### src/rtl/assert_macros.svh
// Assertion macros shared by the deframer RTL.
`ifndef ASSERT_MACROS_SVH
`define ASSERT_MACROS_SVH

// Antecedent implies consequent in the same cycle.
`define ASSERT_IMPL(label, ante, cons, msg) \
  label: assert property (@(posedge clk) disable iff (!rst_n) (ante) |-> (cons)) \
    else $error(msg);

// Antecedent implies consequent in the next cycle.
`define ASSERT_NEXT(label, ante, cons, msg) \
  label: assert property (@(posedge clk) disable iff (!rst_n) (ante) |=> (cons)) \
    else $error(msg);

`endif

### src/rtl/cld_pkg.sv
// Package for the content-length deframer: widths, codes, result type.
`default_nettype none
package cld_pkg;

  localparam int LENGTH_BITS       = 24;
  localparam int HEADER_COUNT_BITS = 16;
  localparam int LVAL_W            = LENGTH_BITS + 1;
  localparam int MAXLEN_W          = 24;
  localparam int HLIMIT_W          = 16;
  localparam int CFG_DATA_W        = 24;
  localparam int LCMP_W = (LVAL_W > MAXLEN_W) ? LVAL_W : MAXLEN_W;
  localparam int HCMP_W = (HEADER_COUNT_BITS > HLIMIT_W) ? HEADER_COUNT_BITS : HLIMIT_W;

  localparam logic [MAXLEN_W-1:0] MAXLEN_RESET = 24'd1048576;
  localparam logic [HLIMIT_W-1:0] HLIMIT_RESET = 16'd8192;

  // register indexes
  localparam logic REG_MAX_BODY  = 1'b0;
  localparam logic REG_HDR_LIMIT = 1'b1;

  // phase
  localparam logic PH_HEADER = 1'b0;
  localparam logic PH_BODY   = 1'b1;

  // terminator progress
  localparam logic [1:0] TERM_NONE  = 2'd0;
  localparam logic [1:0] TERM_CR    = 2'd1;
  localparam logic [1:0] TERM_CRLF  = 2'd2;
  localparam logic [1:0] TERM_CRLFCR = 2'd3;

  // value mode
  localparam logic [1:0] VM_IDLE   = 2'd0;
  localparam logic [1:0] VM_BLANKS = 2'd1;
  localparam logic [1:0] VM_DIGITS = 2'd2;
  localparam logic [1:0] VM_DONE   = 2'd3;

  // length status
  localparam logic [1:0] LS_NONE     = 2'd0;
  localparam logic [1:0] LS_FOUND    = 2'd1;
  localparam logic [1:0] LS_NODIGITS = 2'd2;

  // result kind and error codes
  localparam logic       KIND_BODY  = 1'b0;
  localparam logic       KIND_ERROR = 1'b1;
  localparam logic [1:0] ERR_NO_LENGTH  = 2'd0;
  localparam logic [1:0] ERR_BAD_LENGTH = 2'd1;
  localparam logic [1:0] ERR_HDR_LONG   = 2'd2;

  localparam logic [7:0] CH_CR    = 8'h0D;
  localparam logic [7:0] CH_LF    = 8'h0A;
  localparam logic [7:0] CH_SPACE = 8'h20;
  localparam logic [7:0] CH_TAB   = 8'h09;
  localparam logic [4:0] KEY_LEN  = 5'd15;
  localparam logic [4:0] COL_MAX  = 5'd31;

  typedef struct packed {
    logic       kind;
    logic [7:0] data;
    logic       last;
    logic [1:0] code;
  } res_t;

  // lower-case "content-length:"
  function automatic logic [7:0] key_char(input logic [3:0] idx);
    logic [7:0] ch;
    unique case (idx)
      4'd0:    ch = "c";
      4'd1:    ch = "o";
      4'd2:    ch = "n";
      4'd3:    ch = "t";
      4'd4:    ch = "e";
      4'd5:    ch = "n";
      4'd6:    ch = "t";
      4'd7:    ch = "-";
      4'd8:    ch = "l";
      4'd9:    ch = "e";
      4'd10:   ch = "n";
      4'd11:   ch = "g";
      4'd12:   ch = "t";
      4'd13:   ch = "h";
      4'd14:   ch = ":";
      default: ch = 8'h00;
    endcase
    return ch;
  endfunction

endpackage
`default_nettype wire

### src/rtl/content_length_frame_deframer.sv
// Top level of the content-length message deframer.
// Takes one stream byte per cycle and sustains one byte per cycle while
// out_stall is low. A byte passes an input register, then the header parser
// and body counter, then the result register. Header bytes give no result
// unless the header fails (missing/bad length, zero or oversize length,
// header over the limit), which gives one error beat; body bytes each give
// one body beat, the last one marked. While a result beat waits under
// out_stall, every byte waits too: the input register takes at most one
// more byte, then in_stall rises.
`default_nettype none
`include "assert_macros.svh"
module content_length_frame_deframer
  import cld_pkg::*;
(
  input  wire logic                  clk,
  input  wire logic                  rst_n,
  input  wire logic                  cfg_wr_en,
  input  wire logic                  cfg_index,
  input  wire logic [CFG_DATA_W-1:0] cfg_wdata,
  input  wire logic                  in_valid,
  output logic                       in_stall,
  input  wire logic [7:0]            in_byte,
  output logic                       out_valid,
  input  wire logic                  out_stall,
  output logic                       out_result_kind,
  output logic [7:0]                 out_body_byte,
  output logic                       out_last_of_body,
  output logic [1:0]                 out_error_code
);

  logic [MAXLEN_W-1:0] max_body_r;
  logic [HLIMIT_W-1:0] hlimit_r;
  logic                advance;
  logic                step;
  logic [7:0]          step_byte;
  logic                res_valid;
  res_t                res;

  always_ff @(posedge clk) begin
    if (!rst_n) begin
      max_body_r <= MAXLEN_RESET;
      hlimit_r   <= HLIMIT_RESET;
    end else if (cfg_wr_en) begin
      unique case (cfg_index)
        REG_MAX_BODY:  max_body_r <= cfg_wdata[MAXLEN_W-1:0];
        REG_HDR_LIMIT: hlimit_r   <= cfg_wdata[HLIMIT_W-1:0];
        default: begin
        end
      endcase
    end
  end

  cld_in_reg u_in (
    .clk       (clk),
    .rst_n     (rst_n),
    .in_valid  (in_valid),
    .in_stall  (in_stall),
    .in_byte   (in_byte),
    .advance   (advance),
    .step      (step),
    .step_byte (step_byte)
  );

  cld_frame_fsm u_fsm (
    .clk             (clk),
    .rst_n           (rst_n),
    .step            (step),
    .step_byte       (step_byte),
    .max_body_length (max_body_r),
    .header_limit    (hlimit_r),
    .res_valid       (res_valid),
    .res             (res)
  );

  cld_out_reg u_out (
    .clk              (clk),
    .rst_n            (rst_n),
    .step             (step),
    .res_valid        (res_valid),
    .res              (res),
    .advance          (advance),
    .out_valid        (out_valid),
    .out_stall        (out_stall),
    .out_result_kind  (out_result_kind),
    .out_body_byte    (out_body_byte),
    .out_last_of_body (out_last_of_body),
    .out_error_code   (out_error_code)
  );

  `ASSERT_IMPL(a_stall_cause, in_stall, out_valid && out_stall, "input stalled with result side free")

endmodule
`default_nettype wire

### src/rtl/cld_in_reg.sv
// Input register stage of the deframer.
`default_nettype none
module cld_in_reg
  import cld_pkg::*;
(
  input  wire logic       clk,
  input  wire logic       rst_n,
  input  wire logic       in_valid,
  output logic            in_stall,
  input  wire logic [7:0] in_byte,
  input  wire logic       advance,
  output logic            step,
  output logic [7:0]      step_byte
);

  logic       valid_r;
  logic       valid_nxt;
  logic [7:0] byte_r;

  assign in_stall  = valid_r && !advance;
  assign step      = valid_r && advance;
  assign step_byte = byte_r;

  always_comb begin
    valid_nxt = valid_r;
    if (!in_stall) begin
      valid_nxt = in_valid;
    end
  end

  always_ff @(posedge clk) begin
    if (!rst_n) begin
      valid_r <= 1'b0;
    end else begin
      valid_r <= valid_nxt;
    end
  end

  always_ff @(posedge clk) begin
    if (!in_stall && in_valid) begin
      byte_r <= in_byte;
    end
  end

endmodule
`default_nettype wire

### src/rtl/cld_frame_fsm.sv
// Header parser and body counter: per-byte state update of the deframer.
`default_nettype none
`include "assert_macros.svh"
module cld_frame_fsm
  import cld_pkg::*;
(
  input  wire logic                clk,
  input  wire logic                rst_n,
  input  wire logic                step,
  input  wire logic [7:0]          step_byte,
  input  wire logic [MAXLEN_W-1:0] max_body_length,
  input  wire logic [HLIMIT_W-1:0] header_limit,
  output logic                     res_valid,
  output res_t                     res
);

  logic                         phase_r, phase_nxt;
  logic [1:0]                   term_r, term_nxt;
  logic [4:0]                   col_r, col_nxt;
  logic                         match_r, match_nxt;
  logic [1:0]                   vmode_r, vmode_nxt;
  logic [1:0]                   lstat_r, lstat_nxt;
  logic [LVAL_W-1:0]            lval_r, lval_nxt;
  logic [HEADER_COUNT_BITS-1:0] hcnt_r, hcnt_nxt;
  logic [LENGTH_BITS-1:0]       rem_r, rem_nxt;

  logic [HEADER_COUNT_BITS-1:0] hcnt_inc;
  logic [LENGTH_BITS-1:0]       rem_dec;
  logic [LVAL_W+3:0]            prod;
  logic [7:0]                   low;
  logic [3:0]                   digit;
  logic                         is_digit;
  logic                         is_blank;
  logic                         line_byte;
  logic                         too_big;
  logic                         hdr_over;

  assign is_digit = (step_byte >= "0") && (step_byte <= "9");
  assign is_blank = (step_byte == CH_SPACE) || (step_byte == CH_TAB);
  assign digit    = 4'(step_byte - "0");
  assign low      = ((step_byte >= "A") && (step_byte <= "Z")) ? step_byte + 8'd32 : step_byte;
  assign prod     = (LVAL_W+4)'({lval_r, 3'b000}) + (LVAL_W+4)'({lval_r, 1'b0}) +
                    (LVAL_W+4)'(digit);
  assign hcnt_inc = (&hcnt_r) ? hcnt_r : hcnt_r + 1'b1;
  assign rem_dec  = (rem_r != '0) ? rem_r - 1'b1 : rem_r;
  assign too_big  = lval_r[LVAL_W-1] ||
                    (LCMP_W'(lval_r) > LCMP_W'(max_body_length));
  assign hdr_over = (HCMP_W'(hcnt_inc) >= HCMP_W'(header_limit)) || (&hcnt_inc);

  always_comb begin
    phase_nxt = phase_r;
    term_nxt  = term_r;
    col_nxt   = col_r;
    match_nxt = match_r;
    vmode_nxt = vmode_r;
    lstat_nxt = lstat_r;
    lval_nxt  = lval_r;
    hcnt_nxt  = hcnt_r;
    rem_nxt   = rem_r;
    line_byte = 1'b0;
    res_valid = 1'b0;
    res       = '{kind: KIND_BODY, data: 8'h00, last: 1'b0, code: ERR_NO_LENGTH};

    if (step) begin
      if (phase_r == PH_BODY) begin
        rem_nxt   = rem_dec;
        res_valid = 1'b1;
        res.data  = step_byte;
        res.last  = (rem_dec == '0);
        if (rem_dec == '0) begin
          phase_nxt = PH_HEADER;
        end
      end else begin
        hcnt_nxt = hcnt_inc;
        if ((step_byte == CH_LF) && (term_r == TERM_CRLFCR)) begin
          phase_nxt = PH_HEADER;
          term_nxt  = TERM_NONE;
          col_nxt   = '0;
          match_nxt = 1'b1;
          vmode_nxt = VM_IDLE;
          lstat_nxt = LS_NONE;
          lval_nxt  = '0;
          hcnt_nxt  = '0;
          if (lstat_r != LS_FOUND) begin
            res_valid = 1'b1;
            res.kind  = KIND_ERROR;
            res.code  = ERR_NO_LENGTH;
          end else if ((lval_r == '0) || too_big) begin
            res_valid = 1'b1;
            res.kind  = KIND_ERROR;
            res.code  = ERR_BAD_LENGTH;
          end else begin
            phase_nxt = PH_BODY;
            rem_nxt   = lval_r[LENGTH_BITS-1:0];
          end
        end else begin
          if (step_byte == CH_CR) begin
            term_nxt  = (term_r == TERM_CRLF) ? TERM_CRLFCR : TERM_CR;
            line_byte = 1'b1;
          end else if ((step_byte == CH_LF) && (term_r == TERM_CR)) begin
            term_nxt  = TERM_CRLF;
            col_nxt   = '0;
            match_nxt = 1'b1;
            vmode_nxt = VM_IDLE;
          end else begin
            term_nxt  = TERM_NONE;
            line_byte = 1'b1;
          end

          if (line_byte) begin
            unique case (vmode_r)
              VM_BLANKS: begin
                if (is_blank) begin
                  vmode_nxt = VM_BLANKS;
                end else if (is_digit) begin
                  vmode_nxt = VM_DIGITS;
                  lval_nxt  = LVAL_W'(digit);
                end else begin
                  vmode_nxt = VM_DONE;
                  lstat_nxt = LS_NODIGITS;
                end
              end
              VM_DIGITS: begin
                if (is_digit) begin
                  lval_nxt = (prod[LVAL_W+3:LVAL_W] != '0) ? '1 : prod[LVAL_W-1:0];
                end else begin
                  vmode_nxt = VM_DONE;
                  lstat_nxt = LS_FOUND;
                end
              end
              VM_IDLE: begin
                if (col_r < KEY_LEN) begin
                  if (low != key_char(col_r[3:0])) begin
                    match_nxt = 1'b0;
                  end else if (match_r && (col_r == KEY_LEN - 5'd1) &&
                               (lstat_r == LS_NONE)) begin
                    vmode_nxt = VM_BLANKS;
                  end
                end
              end
              VM_DONE: begin
              end
              default: begin
              end
            endcase
            if (col_r != COL_MAX) begin
              col_nxt = col_r + 5'd1;
            end
          end

          if (hdr_over) begin
            phase_nxt = PH_HEADER;
            term_nxt  = TERM_NONE;
            col_nxt   = '0;
            match_nxt = 1'b1;
            vmode_nxt = VM_IDLE;
            lstat_nxt = LS_NONE;
            lval_nxt  = '0;
            hcnt_nxt  = '0;
            res_valid = 1'b1;
            res.kind  = KIND_ERROR;
            res.code  = ERR_HDR_LONG;
          end
        end
      end
    end
  end

  always_ff @(posedge clk) begin
    if (!rst_n) begin
      phase_r <= PH_HEADER;
      term_r  <= TERM_NONE;
      col_r   <= '0;
      match_r <= 1'b1;
      vmode_r <= VM_IDLE;
      lstat_r <= LS_NONE;
      lval_r  <= '0;
      hcnt_r  <= '0;
      rem_r   <= '0;
    end else begin
      phase_r <= phase_nxt;
      term_r  <= term_nxt;
      col_r   <= col_nxt;
      match_r <= match_nxt;
      vmode_r <= vmode_nxt;
      lstat_r <= lstat_nxt;
      lval_r  <= lval_nxt;
      hcnt_r  <= hcnt_nxt;
      rem_r   <= rem_nxt;
    end
  end

  `ASSERT_IMPL(a_body_nonzero, phase_r == PH_BODY, rem_r != '0, "body phase with zero count")
  `ASSERT_IMPL(a_body_beat, step && (phase_r == PH_BODY), res_valid && (res.kind == KIND_BODY), "body beat lost")
  `ASSERT_NEXT(a_err_hunts, step && res_valid && (res.kind == KIND_ERROR), (phase_r == PH_HEADER) && (hcnt_r == '0), "error did not restart header")

endmodule
`default_nettype wire

### src/rtl/cld_out_reg.sv
// Result register stage of the deframer.
`default_nettype none
module cld_out_reg
  import cld_pkg::*;
(
  input  wire logic  clk,
  input  wire logic  rst_n,
  input  wire logic  step,
  input  wire logic  res_valid,
  input  wire res_t  res,
  output logic       advance,
  output logic       out_valid,
  input  wire logic  out_stall,
  output logic       out_result_kind,
  output logic [7:0] out_body_byte,
  output logic       out_last_of_body,
  output logic [1:0] out_error_code
);

  logic valid_r;
  logic valid_nxt;
  res_t res_r;

  assign advance = !valid_r || !out_stall;

  always_comb begin
    valid_nxt = valid_r;
    if (advance) begin
      valid_nxt = step && res_valid;
    end
  end

  always_ff @(posedge clk) begin
    if (!rst_n) begin
      valid_r <= 1'b0;
    end else begin
      valid_r <= valid_nxt;
    end
  end

  always_ff @(posedge clk) begin
    if (advance && step && res_valid) begin
      res_r <= res;
    end
  end

  assign out_valid        = valid_r;
  assign out_result_kind  = res_r.kind;
  assign out_body_byte    = res_r.data;
  assign out_last_of_body = res_r.last;
  assign out_error_code   = res_r.code;

endmodule
`default_nettype wire
### config.mk
export PLATFORM = sky130hd
export DESIGN_NAME = content_length_frame_deframer
export DESIGN_NICKNAME = d
export VERILOG_FILES = /design/src/rtl/cld_pkg.sv /design/src/rtl/content_length_frame_deframer.sv /design/src/rtl/cld_in_reg.sv /design/src/rtl/cld_frame_fsm.sv /design/src/rtl/cld_out_reg.sv
export VERILOG_INCLUDE_DIRS = /design/src /design/src/rtl
export SDC_FILE = /design/constraint.sdc
export NUM_CORES = 1
export LEC_CHECK = 0
export BUFFER_PORTS_ARGS = -buffer_cell sky130_fd_sc_hd__buf_2
export CORE_MARGIN = 4
export CORE_UTILIZATION = 40
export CTS_CLUSTER_SIZE = 8
export DETAILED_ROUTE_END_ITERATION = 7
export PLACE_DENSITY = 0.67
export SLEW_MARGIN = 15
export SYNTH_ARGS = -nofsm -noshare
export SYNTH_HDL_FRONTEND = slang
export SYNTH_SLANG_ARGS = --single-unit
### constraint.sdc
create_clock -name clk -period 7 [get_ports clk]
set_input_delay 0.35 -clock clk [delete_from_list [all_inputs] [get_ports clk]]
set_output_delay 0.35 -clock clk [all_outputs]
set_load 0.01 [all_outputs]
==> results of run 1 <==
==> worst max-delay path, delay by kind of cell (launching register included) <==
kind / cells / cell delay, ns
and+or+nand+nor: 6 / 2.04
muxes: 1 / 0.35
DFF: 1 / 0.49
AOI/OAI and AO/OA: 6 / 1.65
adders and majority gates: 2 / 0.62
==> power breakdown <==
group | internal [uW] | total (uW) | leakage [uW] | switching, uW
clock network | 590 | 978 | 0.000310 | 388
logic | 70.5 | 176 | 0.00346 | 105
registers | 874 | 894 | 0.00123 | 19.9
==> layer usage <==
| layer | track usage | wire length [um] | vias up |
|---|---|---|---|
| met5 | 0 | 0 | - |
| li1 | - | - | 4731 |
| met3 | 0.03535 | 1636 | 41 |
| met2 | 0.3109 | 12710 | 265 |
| met1 | 0.2758 | 13820 | 4583 |
| met4 | 0.04931 | 401 | 0 |
==> metrics by stage <==
stage	setup slack, ns	power [uW]	hold WS, ns	area (sq um)	utilization
floorplan	2.766	1033	0.4435	10560	-
detailed placement	1.930	1085	0.4602	10990	0.4229
global placement	2.201	1082	0.4535	10990	0.4229
CTS	1.899	2058	0.08403	11610	0.4466
global route	1.358	2119	0.08159	11610	0.4466
finish	1.781	2048	0.09356	11610	0.4466
==> cells in the mapped netlist (all sizes together), types with 6 or more instances <==
| cell type | count | share of area |
|---|---|---|
| xor2 | 7 | 0.0058 |
| nand4 | 23 | 0.014 |
| o21a | 14 | 0.010 |
| nor3 | 31 | 0.015 |
| o2111ai | 6 | 0.0050 |
| inv | 64 | 0.023 |
| edfxtp | 20 | 0.057 |
| xnor2 | 31 | 0.026 |
| nand3 | 48 | 0.025 |
| o21bai | 7 | 0.0050 |
| nor3b | 6 | 0.0043 |
| clkbuf | 59 | 0.022 |
| a21oi | 50 | 0.024 |
| and3 | 26 | 0.016 |
| nor4 | 25 | 0.016 |
| buf | 15 | 0.0088 |
| o21ai | 75 | 0.036 |
| ha | 106 | 0.13 |
| a211oi | 9 | 0.0064 |
| a31oi | 10 | 0.0059 |
| or4 | 7 | 0.0053 |
| mux2i | 9 | 0.0085 |
| nand2b | 15 | 0.0096 |
| nor2 | 59 | 0.023 |
| dfxtp | 127 | 0.24 |
| nor2b | 20 | 0.012 |
| mux2 | 7 | 0.0075 |
| nand2 | 209 | 0.074 |
| o31ai | 11 | 0.0078 |
| a21o | 34 | 0.024 |
| a22oi | 10 | 0.0071 |
| a21boi | 62 | 0.044 |
| and2 | 16 | 0.0095 |
| o211ai | 11 | 0.0078 |
==> layout by cell type (no fill, tap or decap), types with 10 or more instances in the layout <==
cell,instances
sky130_fd_sc_hd__o31ai_1,11
sky130_fd_sc_hd__buf_2,50
sky130_fd_sc_hd__a21oi_1,50
sky130_fd_sc_hd__a22oi_1,10
sky130_fd_sc_hd__nand2_1,209
sky130_fd_sc_hd__o21a_1,14
sky130_fd_sc_hd__inv_1,64
sky130_fd_sc_hd__nand3_1,45
sky130_fd_sc_hd__a21boi_0,62
sky130_fd_sc_hd__xnor2_1,31
sky130_fd_sc_hd__o21ai_0,69
sky130_fd_sc_hd__nor2b_1,20
sky130_fd_sc_hd__o211ai_1,11
sky130_fd_sc_hd__a31oi_1,10
sky130_fd_sc_hd__edfxtp_1,20
sky130_fd_sc_hd__nor2_1,58
sky130_fd_sc_hd__nand2b_1,14
sky130_fd_sc_hd__a21o_1,33
sky130_fd_sc_hd__and2_1,15
sky130_fd_sc_hd__and3_1,25
sky130_fd_sc_hd__buf_4,11
sky130_fd_sc_hd__nor4_1,24
sky130_fd_sc_hd__nand4_1,22
sky130_fd_sc_hd__clkbuf_16,17
sky130_fd_sc_hd__ha_1,106
sky130_fd_sc_hd__dfxtp_1,127
sky130_fd_sc_hd__nor3_1,30
==> flip-flops by register name, indices dropped and copies added (netlist names), named ones only <==
register and cells:
u_fsm.lval_r 25, max_body_r 24, u_fsm.rem_r 24, hlimit_r 16
u_fsm.hcnt_r 16, u_in.step_byte 8, u_out.out_body_byte 8, u_fsm.col_r 5
u_fsm.lstat_r 2, u_fsm.term_r 2, u_fsm.vmode_r 2, u_out.out_error_code 2
u_fsm.match_r 1, u_fsm.phase_r 1, u_in.valid_r 1, u_out.out_last_of_body 1
u_out.out_result_kind 1, u_out.out_valid 1
==> logic make-up (layout without fill, tap and decap cells) <==
group	after synthesis	count (layout)
buf+inv	138	157
xor+xnor	38	38
simple gates	506	506
fa+ha+maj	108	108
mux	16	16
flops	147	147
compound gates	352	352
==> final timing paths <==
kind / endpoint / slack [ns] / cells after the start
setup / recovery: u_fsm.lval_r[15]$_SDFFE_PN0P_ / 1.78 / 15
hold / removal: u_in.step_byte[1]$_DFFE_PP_ / 0.09 / 1
setup reg to reg: u_fsm.lval_r[15]$_SDFFE_PN0P_ / 1.78 / 15
hold reg to reg: hlimit_r[4]$_SDFFE_PN0P_ / 0.46 / 2
==> cell type report <==
class | instances | area [sq um]
inverters | 64 | 240.2
repair buffers | 61 | 332.8
multi-input cells | 1020 | 6853
well taps | 335 | 419.2
fillers | 2598 | 14380
clock inverters | 12 | 151.4
flip-flops and latches | 147 | 3143
clock buffers | 20 | 466.7
==> flow_summary.toml, run 1 <==
[floorplan]
die_outline_area_sq_um = 29070
initial_utilization = 0.4065
die_height_um = 170.5
io-pin-count = 52
chipWidth_um = 170.5
std_cell_rows = 59
coreArea_sq_um = 25980

[timing]
report.final.setup_viol = 0
worst-slew-pin-transition_ns = 1.140
normalized_max_slew_margin = 0.2333
timing.final.crit_share = 0.7456
final_period_minus_worst_setup_slack_ns = 5.219
max_freq_ghz = 0.1916
final.setup_skew_ns = 0.01079
tns_ns = 0
grt_setup_unrepaired = "no"
timing_max_transition_violations_final = 0
hold_violations = 0

[critical_path]
critical_path_arrival_ns = 5.59
critical_path.max_stage_delay_ns = 0.67
timing.critical_path.to_type = "flip-flop"
critPathKind = "flip-flop to flip-flop"
crit_path_top_delay_cell = "sky130_fd_sc_hd__and2_1"
r2r_start = "u_fsm.hcnt_r[0]$_SDFFE_PN0P_"
worstSetupStartpoint = "u_fsm.hcnt_r[0]$_SDFFE_PN0P_"
worst_ep_required_time_ns = 7.37
path_cells = "ha_1, nand3_1, nor3_1, nand3_1, mux2_2, ha_1, a21o_1, a211oi_1, o211ai_1, a221oi_1, nand3_2, o21ai_1, and2_1, a22oi_1, nand2_1"
critical_path.startpoint_type = "flip-flop"
critPathMaxFanout = 25

[cts]
clock_latency_ns = 0.43
tritoncts = "done"
htree_num_levels = 4
cts.sink_count = 147
cts_buffer_depth = 2
postCtsHoldBufs = 0
post_cts_setup_driven_buffer_insertion_count = 0
ctsResizeCount = 0
clock_input_transition_at_the_sequential_cells_of_the_worst_setup_and_hold_paths_ns = 0.06
cts.root.buffer_cell = "sky130_fd_sc_hd__clkbuf_16"
numCtsBuffers = 17

[synthesis]
post_synth_xor_area_fraction = 0.03151
share_of_the_synthesized_area_in_compound_gates_ao_oa_aoi_oai = 0.2325
synth_async_sr_flop_share = 0
postSynthNetCount = 1451
synthFlopType = "sky130_fd_sc_hd__dfxtp_1"
avgSynthCellArea_sq_um = 8.094
syn-cell-area_sq_um = 10560
ys_seq_area_frac = 0.2976
synthMuxAreaShare = 0.01599
adder_cell_area_share_of_the_yosys_netlist = 0.1294
synth-edff-count = 20
synth_cell_type_count = 86
synth_top_family_by_area = "simple AND/OR/NAND/NOR gates"
postSynthRegisterBits = 147
synth_simple_gate_area_share = 0.2394
synthesis.yosys.warnings = 0
syn-instance-count = 1305

[drt]
drc = 0
routed_wire_length_per_instance_um = 17.22
num_vias = 9620
first_drt_iteration_drcs = 785
ant_nets = 0
route.detailed.vias_per_inst = 5.799
finalWirelength_um = 28570
drt_pass1_iterations = 5

[worst_hold_path]
hold_path.class = "input port to flip-flop"
holdCritStartpoint = "in_byte[1]"

[pwr]
vdd.ir_drop.worst_mv = 0.1756
power.density_cell_area_nw_per_um2 = 176.4
power_leakage_uw = 0.005001

[global_routing]
number_of_antenna_violations_at_the_first_check_in_global_routing = 0
grt_usage = 0.1956
gr-total-overflow = 0
wire_length_of_the_first_global_routing_pass_um = 46480
first_global_vias = 9178
grt_start_max_net_pins = 79

[cells_and_area]
finalNetCount = 1457
syn_to_final_growth_pct = 9.879
num_antenna_cells = 0
drive_above_1_share = 0.1012
layoutNonFillerInstCount = 1659

[place]
place.port_buffers = 51
dpl.cell_count = 1627
gp_congestion = 0.9051
detailedPlacementHpwl_um = 20870

[status]
outcome = "finished, final reports clean"

[job]
cap_viol_max_count = 0
(Power assumes the default switching activity.)
==> inputs of run 2 (changes only) <==
--- a/config.mk
+++ b/config.mk
@@ -11,7 +11,7 @@
 export CORE_UTILIZATION = 40
 export CTS_CLUSTER_SIZE = 8
 export DETAILED_ROUTE_END_ITERATION = 7
-export PLACE_DENSITY = 0.67
+export PLACE_DENSITY = 0.69
 export SLEW_MARGIN = 15
 export SYNTH_ARGS = -nofsm -noshare
 export SYNTH_HDL_FRONTEND = slang
==> constraint.sdc (replaced) <==
create_clock -name clk -period 4.5 [get_ports clk]
set_input_delay 0.225 -clock clk [delete_from_list [all_inputs] [get_ports clk]]
set_output_delay 0.225 -clock clk [all_outputs]
set_load 0.01 [all_outputs]
==> run 2 against run 1 <==
Global-route usage decreased by 0.18 points. Worst setup slack lost 1.5 ns. Via count down 0.19%. Non-clock buffer count up 31. Clock skew increased by 0.0037 ns. Hold slack worse by 0.085 ns. Total power increased by 51%. Die area unchanged. Final area increased by 2.0%. Utilization rose by 0.91 points. Critical path type unchanged. Largest cell class unchanged. Highest routed layer unchanged.
==> flow_summary.toml, run 2 (synthesis gave the netlist of run 1 again) <==
[timing]
grt_setup_unrepaired = "no"
final_period_minus_worst_setup_slack_ns = 4.200
timing_max_transition_violations_final = 0
worst-slew-pin-transition_ns = 1.168
final.setup_skew_ns = 0.01444
normalized_max_slew_margin = 0.2180
report.final.setup_viol = 0
max_freq_ghz = 0.2381
tns_ns = 0
timing.final.crit_share = 0.9334
hold_violations = 0

[floorplan]
io-pin-count = 52
chipWidth_um = 170.5
die_height_um = 170.5
std_cell_rows = 59
die_outline_area_sq_um = 29070
coreArea_sq_um = 25980
initial_utilization = 0.4065

[global_routing]
grt_usage = 0.1937
grt_start_max_net_pins = 75
first_global_vias = 9028
wire_length_of_the_first_global_routing_pass_um = 46350
gr-total-overflow = 0
number_of_antenna_violations_at_the_first_check_in_global_routing = 0

[cells_and_area]
multi_input_area_sq_um = 6892
num_antenna_cells = 0
most-common-layout-cells = "207 x sky130_fd_sc_hd__nand2_1, 123 x sky130_fd_sc_hd__dfxtp_1, 104 x sky130_fd_sc_hd__ha_1, 69 x sky130_fd_sc_hd__o21ai_0, 64 x sky130_fd_sc_hd__inv_1"
sequential_area_sq_um = 3148
finalNetCount = 1488
max_ffs_per_register = 25
largest-register = "u_fsm.lval_r"
syn_to_final_growth_pct = 12.13
drive_above_1_share = 0.1240
postLayoutCellArea_sq_um = 11840
biggestRegsByFlops = "u_fsm.lval_r x25, max_body_r x24, u_fsm.rem_r x24"
layout.cells.most_common = "sky130_fd_sc_hd__nand2_1"
fillerInstances = 2570

[place]
detailedPlacementHpwl_um = 21100
place.port_buffers = 51
gp_congestion = 0.8909
detailed_place.area_sq_um = 11180

[pwr]
power_leakage_uw = 0.005116
seq_power_share = 0.449
pwr-share-clk = 0.456
p_comb_frac = 0.095
vdd.ir_drop.worst_mv = 0.2785
power.density_cell_area_nw_per_um2 = 260.5
cell_internal_pwr_uw = 2302
power_switching_share = 0.2541
net_sw_power_uw = 784.1

[cts]
clock_input_transition_at_the_sequential_cells_of_the_worst_setup_and_hold_paths_ns = 0.06
cts_buffer_depth = 2
numCtsBuffers = 17
cts.root.buffer_cell = "sky130_fd_sc_hd__clkbuf_16"
htree_num_levels = 4
clock_latency_ns = 0.43
tritoncts = "done"
cts.sink_count = 147

[drt]
first_drt_iteration_drcs = 655
drc = 0
routed_wire_length_per_instance_um = 16.73
drt_pass1_iterations = 5
ant_nets = 0
route.detailed.vias_per_inst = 5.682
num_vias = 9602
finalWirelength_um = 28280

[critical_path]
critPathMaxFanout = 7
critPathKind = "flip-flop to flip-flop"
crit_path_top_delay_cell = "sky130_fd_sc_hd__o41ai_4"
path_cells = "nand3_2, o41ai_4, nor3_1, or2_2, ha_1, a221o_1, a31oi_1, o211ai_1, a221o_2, o41ai_4, a22o_1, nand2_2, ha_2, nand2_1, o21ai_0, a22o_1"
critical_path_arrival_ns = 4.52
cell_class_contributing_the_biggest_share_of_worst_path_delay = "compound AO/OA/AOI/OAI gates"
worstPathBufferInverterCount = 0
critical_path.max_stage_delay_ns = 0.48
timing.critical_path.to_type = "flip-flop"
critical_path.startpoint_type = "flip-flop"
worst_ep_required_time_ns = 4.82

[status]
outcome = "finished, final reports clean"

[job]
cap_viol_max_count = 0

[worst_hold_path]
hold_path.class = "input port to flip-flop"
==> run 2: changes by cell type in the layout (fill, tap and decap cells not counted), moves of 2 or more <==
cell | before | now
sky130_fd_sc_hd__buf_4 | 11 | 38
sky130_fd_sc_hd__clkbuf_1 | 0 | 3
sky130_fd_sc_hd__clkbuf_8 | 3 | 0
sky130_fd_sc_hd__clkinv_2 | 4 | 2
sky130_fd_sc_hd__clkinv_4 | 3 | 1
sky130_fd_sc_hd__clkinvlp_4 | 0 | 3
sky130_fd_sc_hd__dfxtp_1 | 127 | 123
sky130_fd_sc_hd__dfxtp_2 | 0 | 4
sky130_fd_sc_hd__dlygate4sd3_1 | 0 | 4
sky130_fd_sc_hd__ha_1 | 106 | 104
sky130_fd_sc_hd__inv_6 | 1 | 3
sky130_fd_sc_hd__nand2_1 | 209 | 207
sky130_fd_sc_hd__nand2_2 | 0 | 2
==> run 2: layout make-up <==
class,count,area share
Clock buffer,21,0.03729
Multi-Input combinational cell,1020,0.5819
Timing Repair Buffer,92,0.04859
Sequential cell,147,0.2658
Inverter,64,0.02028
Clock inverter,11,0.01078
Tap cell,335,0.03539
==> run 2: power by group through the flow <==
stage | combinational (uW) | clock (uW) | sequential [uW]
after floorplan | 202 | 0 | 1400
after global placement | 279 | 0 | 1410
after detailed placement | 285 | 0 | 1410
after CTS | 290 | 1430 | 1380
after global routing | 328 | 1480 | 1390
final | 293 | 1410 | 1390
==> run 2: what timing repair did <==
item / in CTS / in global routing
setup endpoints to repair: 0 / 21
resized for setup: 0 / 12
buffers inserted: 0 / 2
hold buffers: 4 / 0
hold endpoints to repair: 4 / 0
==> run 2: path summary, 6_finish.rpt <==
path	start	endpoint	slack, ns	cells past startpoint
hold / removal	in_byte[5]	u_in.step_byte[5]$_DFFE_PP_	0.008	1
hold reg to reg	hlimit_r[8]$_SDFFE_PN0P_	hlimit_r[8]$_SDFFE_PN0P_	0.46	2
setup / recovery	u_fsm.hcnt_r[12]$_SDFFE_PN0P_	flip-flop	0.30	16
setup reg to reg	u_fsm.hcnt_r[12]$_SDFFE_PN0P_	flip-flop	0.30	16
==> run 2: per-stage QoR <==
stage                     worst slack (ns)  cells  utilization  hold slack (ns)  total power (uW)
after CTS                          0.04608   1688       0.4535         0.006374              3100
after floorplan                     0.2662   1305            -           0.3239              1606
final                               0.2998   1690       0.4558         0.008120              3086
after global routing               0.01410   1690       0.4558         0.005810              3198
after detailed placement           0.05800   1652       0.4301           0.4048              1698
after global placement              0.1779   1652       0.4301           0.4062              1692
==> run 2: worst register-to-register path, cell delays in order (launching register included) <==
cell                       delay (ns)
sky130_fd_sc_hd__dfxtp_1         0.44
sky130_fd_sc_hd__nand3_2         0.19
sky130_fd_sc_hd__o41ai_4         0.49
sky130_fd_sc_hd__nor3_1          0.11
sky130_fd_sc_hd__or2_2           0.31
sky130_fd_sc_hd__ha_1            0.18
sky130_fd_sc_hd__a221o_1         0.31
sky130_fd_sc_hd__a31oi_1         0.19
sky130_fd_sc_hd__o211ai_1        0.16
sky130_fd_sc_hd__a221o_2         0.47
sky130_fd_sc_hd__o41ai_4         0.28
sky130_fd_sc_hd__a22o_1          0.25
sky130_fd_sc_hd__nand2_2         0.13
sky130_fd_sc_hd__ha_2            0.26
sky130_fd_sc_hd__nand2_1         0.05
sky130_fd_sc_hd__o21ai_0         0.08
sky130_fd_sc_hd__a22o_1          0.20
==> run 2: metal layers <==
metal	wire, um	vias up	track usage	share of wire
met1	13810	4516	0.2824	0.49
met3	1638	31	0.02934	0.058
met4	350	0	0.04549	0.012
li1	-	4794	-	-
met5	0	-	0	0
met2	12480	261	0.3028	0.44
==> inputs of run 3 (changes only) <==
--- a/config.mk
+++ b/config.mk
@@ -6,7 +6,7 @@
 export SDC_FILE = /design/constraint.sdc
 export NUM_CORES = 1
 export LEC_CHECK = 0
-export BUFFER_PORTS_ARGS = -buffer_cell sky130_fd_sc_hd__buf_2
+export BUFFER_PORTS_ARGS = -buffer_cell sky130_fd_sc_hd__clkbuf_2
 export CORE_MARGIN = 4
 export CORE_UTILIZATION = 40
 export CTS_CLUSTER_SIZE = 8
==> run 3 against run 2 <==
Die area is the same. Hold slack gained 0.0071 ns. Sequential power is essentially flat. Largest cell class unchanged.
==> flow_summary.toml, run 3 (synthesis gave the netlist of run 1 again) <==
[timing]
normalized_max_slew_margin = 0.3450
max_freq_ghz = 0.2384
timing_max_transition_violations_final = 0
timing.final.crit_share = 0.9323
final.setup_skew_ns = 0.01545
final_period_minus_worst_setup_slack_ns = 4.195
grt_setup_unrepaired = "no"
hold_violations = 0
tns_ns = 0
worst-slew-pin-transition_ns = 0.9804
report.final.setup_viol = 0

[floorplan]
coreArea_sq_um = 25980
die_outline_area_sq_um = 29070
chipWidth_um = 170.5
std_cell_rows = 59
initial_utilization = 0.4065
io-pin-count = 52
die_height_um = 170.5

[job]
cap_viol_max_count = 0

[cells_and_area]
layout.cells.most_common = "sky130_fd_sc_hd__nand2_1"
drive_above_1_share = 0.1208
postLayoutCellArea_sq_um = 11880
most-common-layout-cells = "208 x sky130_fd_sc_hd__nand2_1, 125 x sky130_fd_sc_hd__dfxtp_1, 104 x sky130_fd_sc_hd__ha_1, 69 x sky130_fd_sc_hd__o21ai_0, 64 x sky130_fd_sc_hd__inv_1"
syn_to_final_growth_pct = 12.44
finalNetCount = 1491
largest-register = "u_fsm.lval_r"
max_ffs_per_register = 25
num_antenna_cells = 0
biggestRegsByFlops = "u_fsm.lval_r x25, max_body_r x24, u_fsm.rem_r x24"

[place]
detailedPlacementHpwl_um = 21280
place.port_buffers = 51
detailed_place.area_sq_um = 11210
gp_congestion = 0.9081

[global_routing]
wire_length_of_the_first_global_routing_pass_um = 46430
first_global_vias = 9006
gr-total-overflow = 0
grt_usage = 0.1955
grt_start_max_net_pins = 71
number_of_antenna_violations_at_the_first_check_in_global_routing = 0

[cts]
cts_buffer_depth = 2
htree_num_levels = 4
tritoncts = "done"
cts.root.buffer_cell = "sky130_fd_sc_hd__clkbuf_16"
numCtsBuffers = 17
cts.sink_count = 147
clock_latency_ns = 0.44
clock_input_transition_at_the_sequential_cells_of_the_worst_setup_and_hold_paths_ns = 0.06

[critical_path]
timing.critical_path.to_type = "flip-flop"
critical_path_arrival_ns = 4.52
critical_path.startpoint_type = "flip-flop"
worst_ep_required_time_ns = 4.82
critPathMaxFanout = 9
critPathKind = "flip-flop to flip-flop"
worstSetupStartpoint = "u_fsm.hcnt_r[10]$_SDFFE_PN0P_"
r2r_start = "u_fsm.hcnt_r[10]$_SDFFE_PN0P_"

[pwr]
power_leakage_uw = 0.005150
power.density_cell_area_nw_per_um2 = 263.4
vdd.ir_drop.worst_mv = 0.2748
power.total_uw = 3128

[drt]
drt_pass1_iterations = 5
ant_nets = 0
first_drt_iteration_drcs = 691
finalWirelength_um = 28840
drc = 0
num_vias = 9642
route.detailed.vias_per_inst = 5.695
routed_wire_length_per_instance_um = 17.04

[worst_hold_path]
hold_path.class = "input port to flip-flop"
holdCritStartpoint = "in_byte[1]"

[status]
outcome = "finished, final reports clean"
==> run 3: cell count changes in the layout (fill, tap and decap cells not counted), moves of 2 or more <==
cell	before	now
sky130_fd_sc_hd__dfxtp_1	123	125
sky130_fd_sc_hd__buf_2	50	0
sky130_fd_sc_hd__clkbuf_2	1	50
sky130_fd_sc_hd__inv_6	3	1
sky130_fd_sc_hd__dfxtp_2	4	2
sky130_fd_sc_hd__clkinv_1	0	4
sky130_fd_sc_hd__buf_4	38	40
sky130_fd_sc_hd__clkinvlp_4	3	1
==> run 3: path summary, 6_finish.rpt <==
check	depth (start not counted)	slack (ns)	end
max	16	0.30	flip-flop
min	1	0.02	u_in.step_byte[1]$_DFFE_PP_
max reg2reg	16	0.30	flip-flop
min reg2reg	2	0.46	max_body_r[22]$_SDFFE_PN0P_
==> run 3: final cells by class <==
type                       count  area (sq um)
multi-input combinational   1020          6885
tap                          335         419.2
fill                        2585         14110
clock inverter                11         135.1
inverter                      64         240.2
timing repair buffer          95         610.6
sequential                   147          3146
clock buffer                  21         440.4
==> run 3: critical path, stage by stage (launching register included) <==
cell	delay (ns)
sky130_fd_sc_hd__dfxtp_1	0.48
sky130_fd_sc_hd__nand3_2	0.16
sky130_fd_sc_hd__o41ai_4	0.48
sky130_fd_sc_hd__nor3_1	0.13
sky130_fd_sc_hd__or2_2	0.31
sky130_fd_sc_hd__ha_1	0.19
sky130_fd_sc_hd__a221o_1	0.32
sky130_fd_sc_hd__a31oi_1	0.18
sky130_fd_sc_hd__o211ai_1	0.16
sky130_fd_sc_hd__a221o_2	0.46
sky130_fd_sc_hd__o41ai_2	0.27
sky130_fd_sc_hd__a22o_1	0.25
sky130_fd_sc_hd__nand2_2	0.13
sky130_fd_sc_hd__ha_2	0.25
sky130_fd_sc_hd__nand2_1	0.05
sky130_fd_sc_hd__o21ai_0	0.07
sky130_fd_sc_hd__a22o_1	0.19
==> run 3: what timing repair did <==
item | in CTS | in global routing
setup endpoints to repair | 0 | 20
hold endpoints to repair | 4 | 0
hold buffers | 4 | 0
gates resized for setup | 0 | 9
setup buffers | 0 | 2
==> run 3: power by group <==
| group | internal (uW) | leakage [uW] | switching (uW) |
|---|---|---|---|
| Clock | 866 | 0.000276 | 578 |
| Sequential | 1360 | 0.00123 | 24.6 |
| Combinational | 121 | 0.00364 | 178 |
| Total | 2350 | 0.00515 | 781 |
==> run 3: per-layer routing <==
layer / global-route usage / part of all wire / vias up / wire (um)
li1: - / - / 4813 / -
met1: 0.2833 / 0.49 / 4554 / 14080
met2: 0.3104 / 0.44 / 251 / 12790
met3: 0.02588 / 0.059 / 24 / 1702
met4: 0.04583 / 0.0094 / 0 / 272
met5: 0 / 0 / - / 0
==> run 3: through the flow <==
stage	std cells	worst slack, ns	utilization	hold slack (ns)
after floorplan	1305	0.2662	-	0.3239
after global placement	1655	0.2406	0.4314	0.4070
after detailed placement	1655	0.08220	0.4314	0.4106
after CTS	1691	0.05766	0.4551	0.01114
after global routing	1693	0.01337	0.4570	0.0001930
final	1693	0.3046	0.4570	0.01527
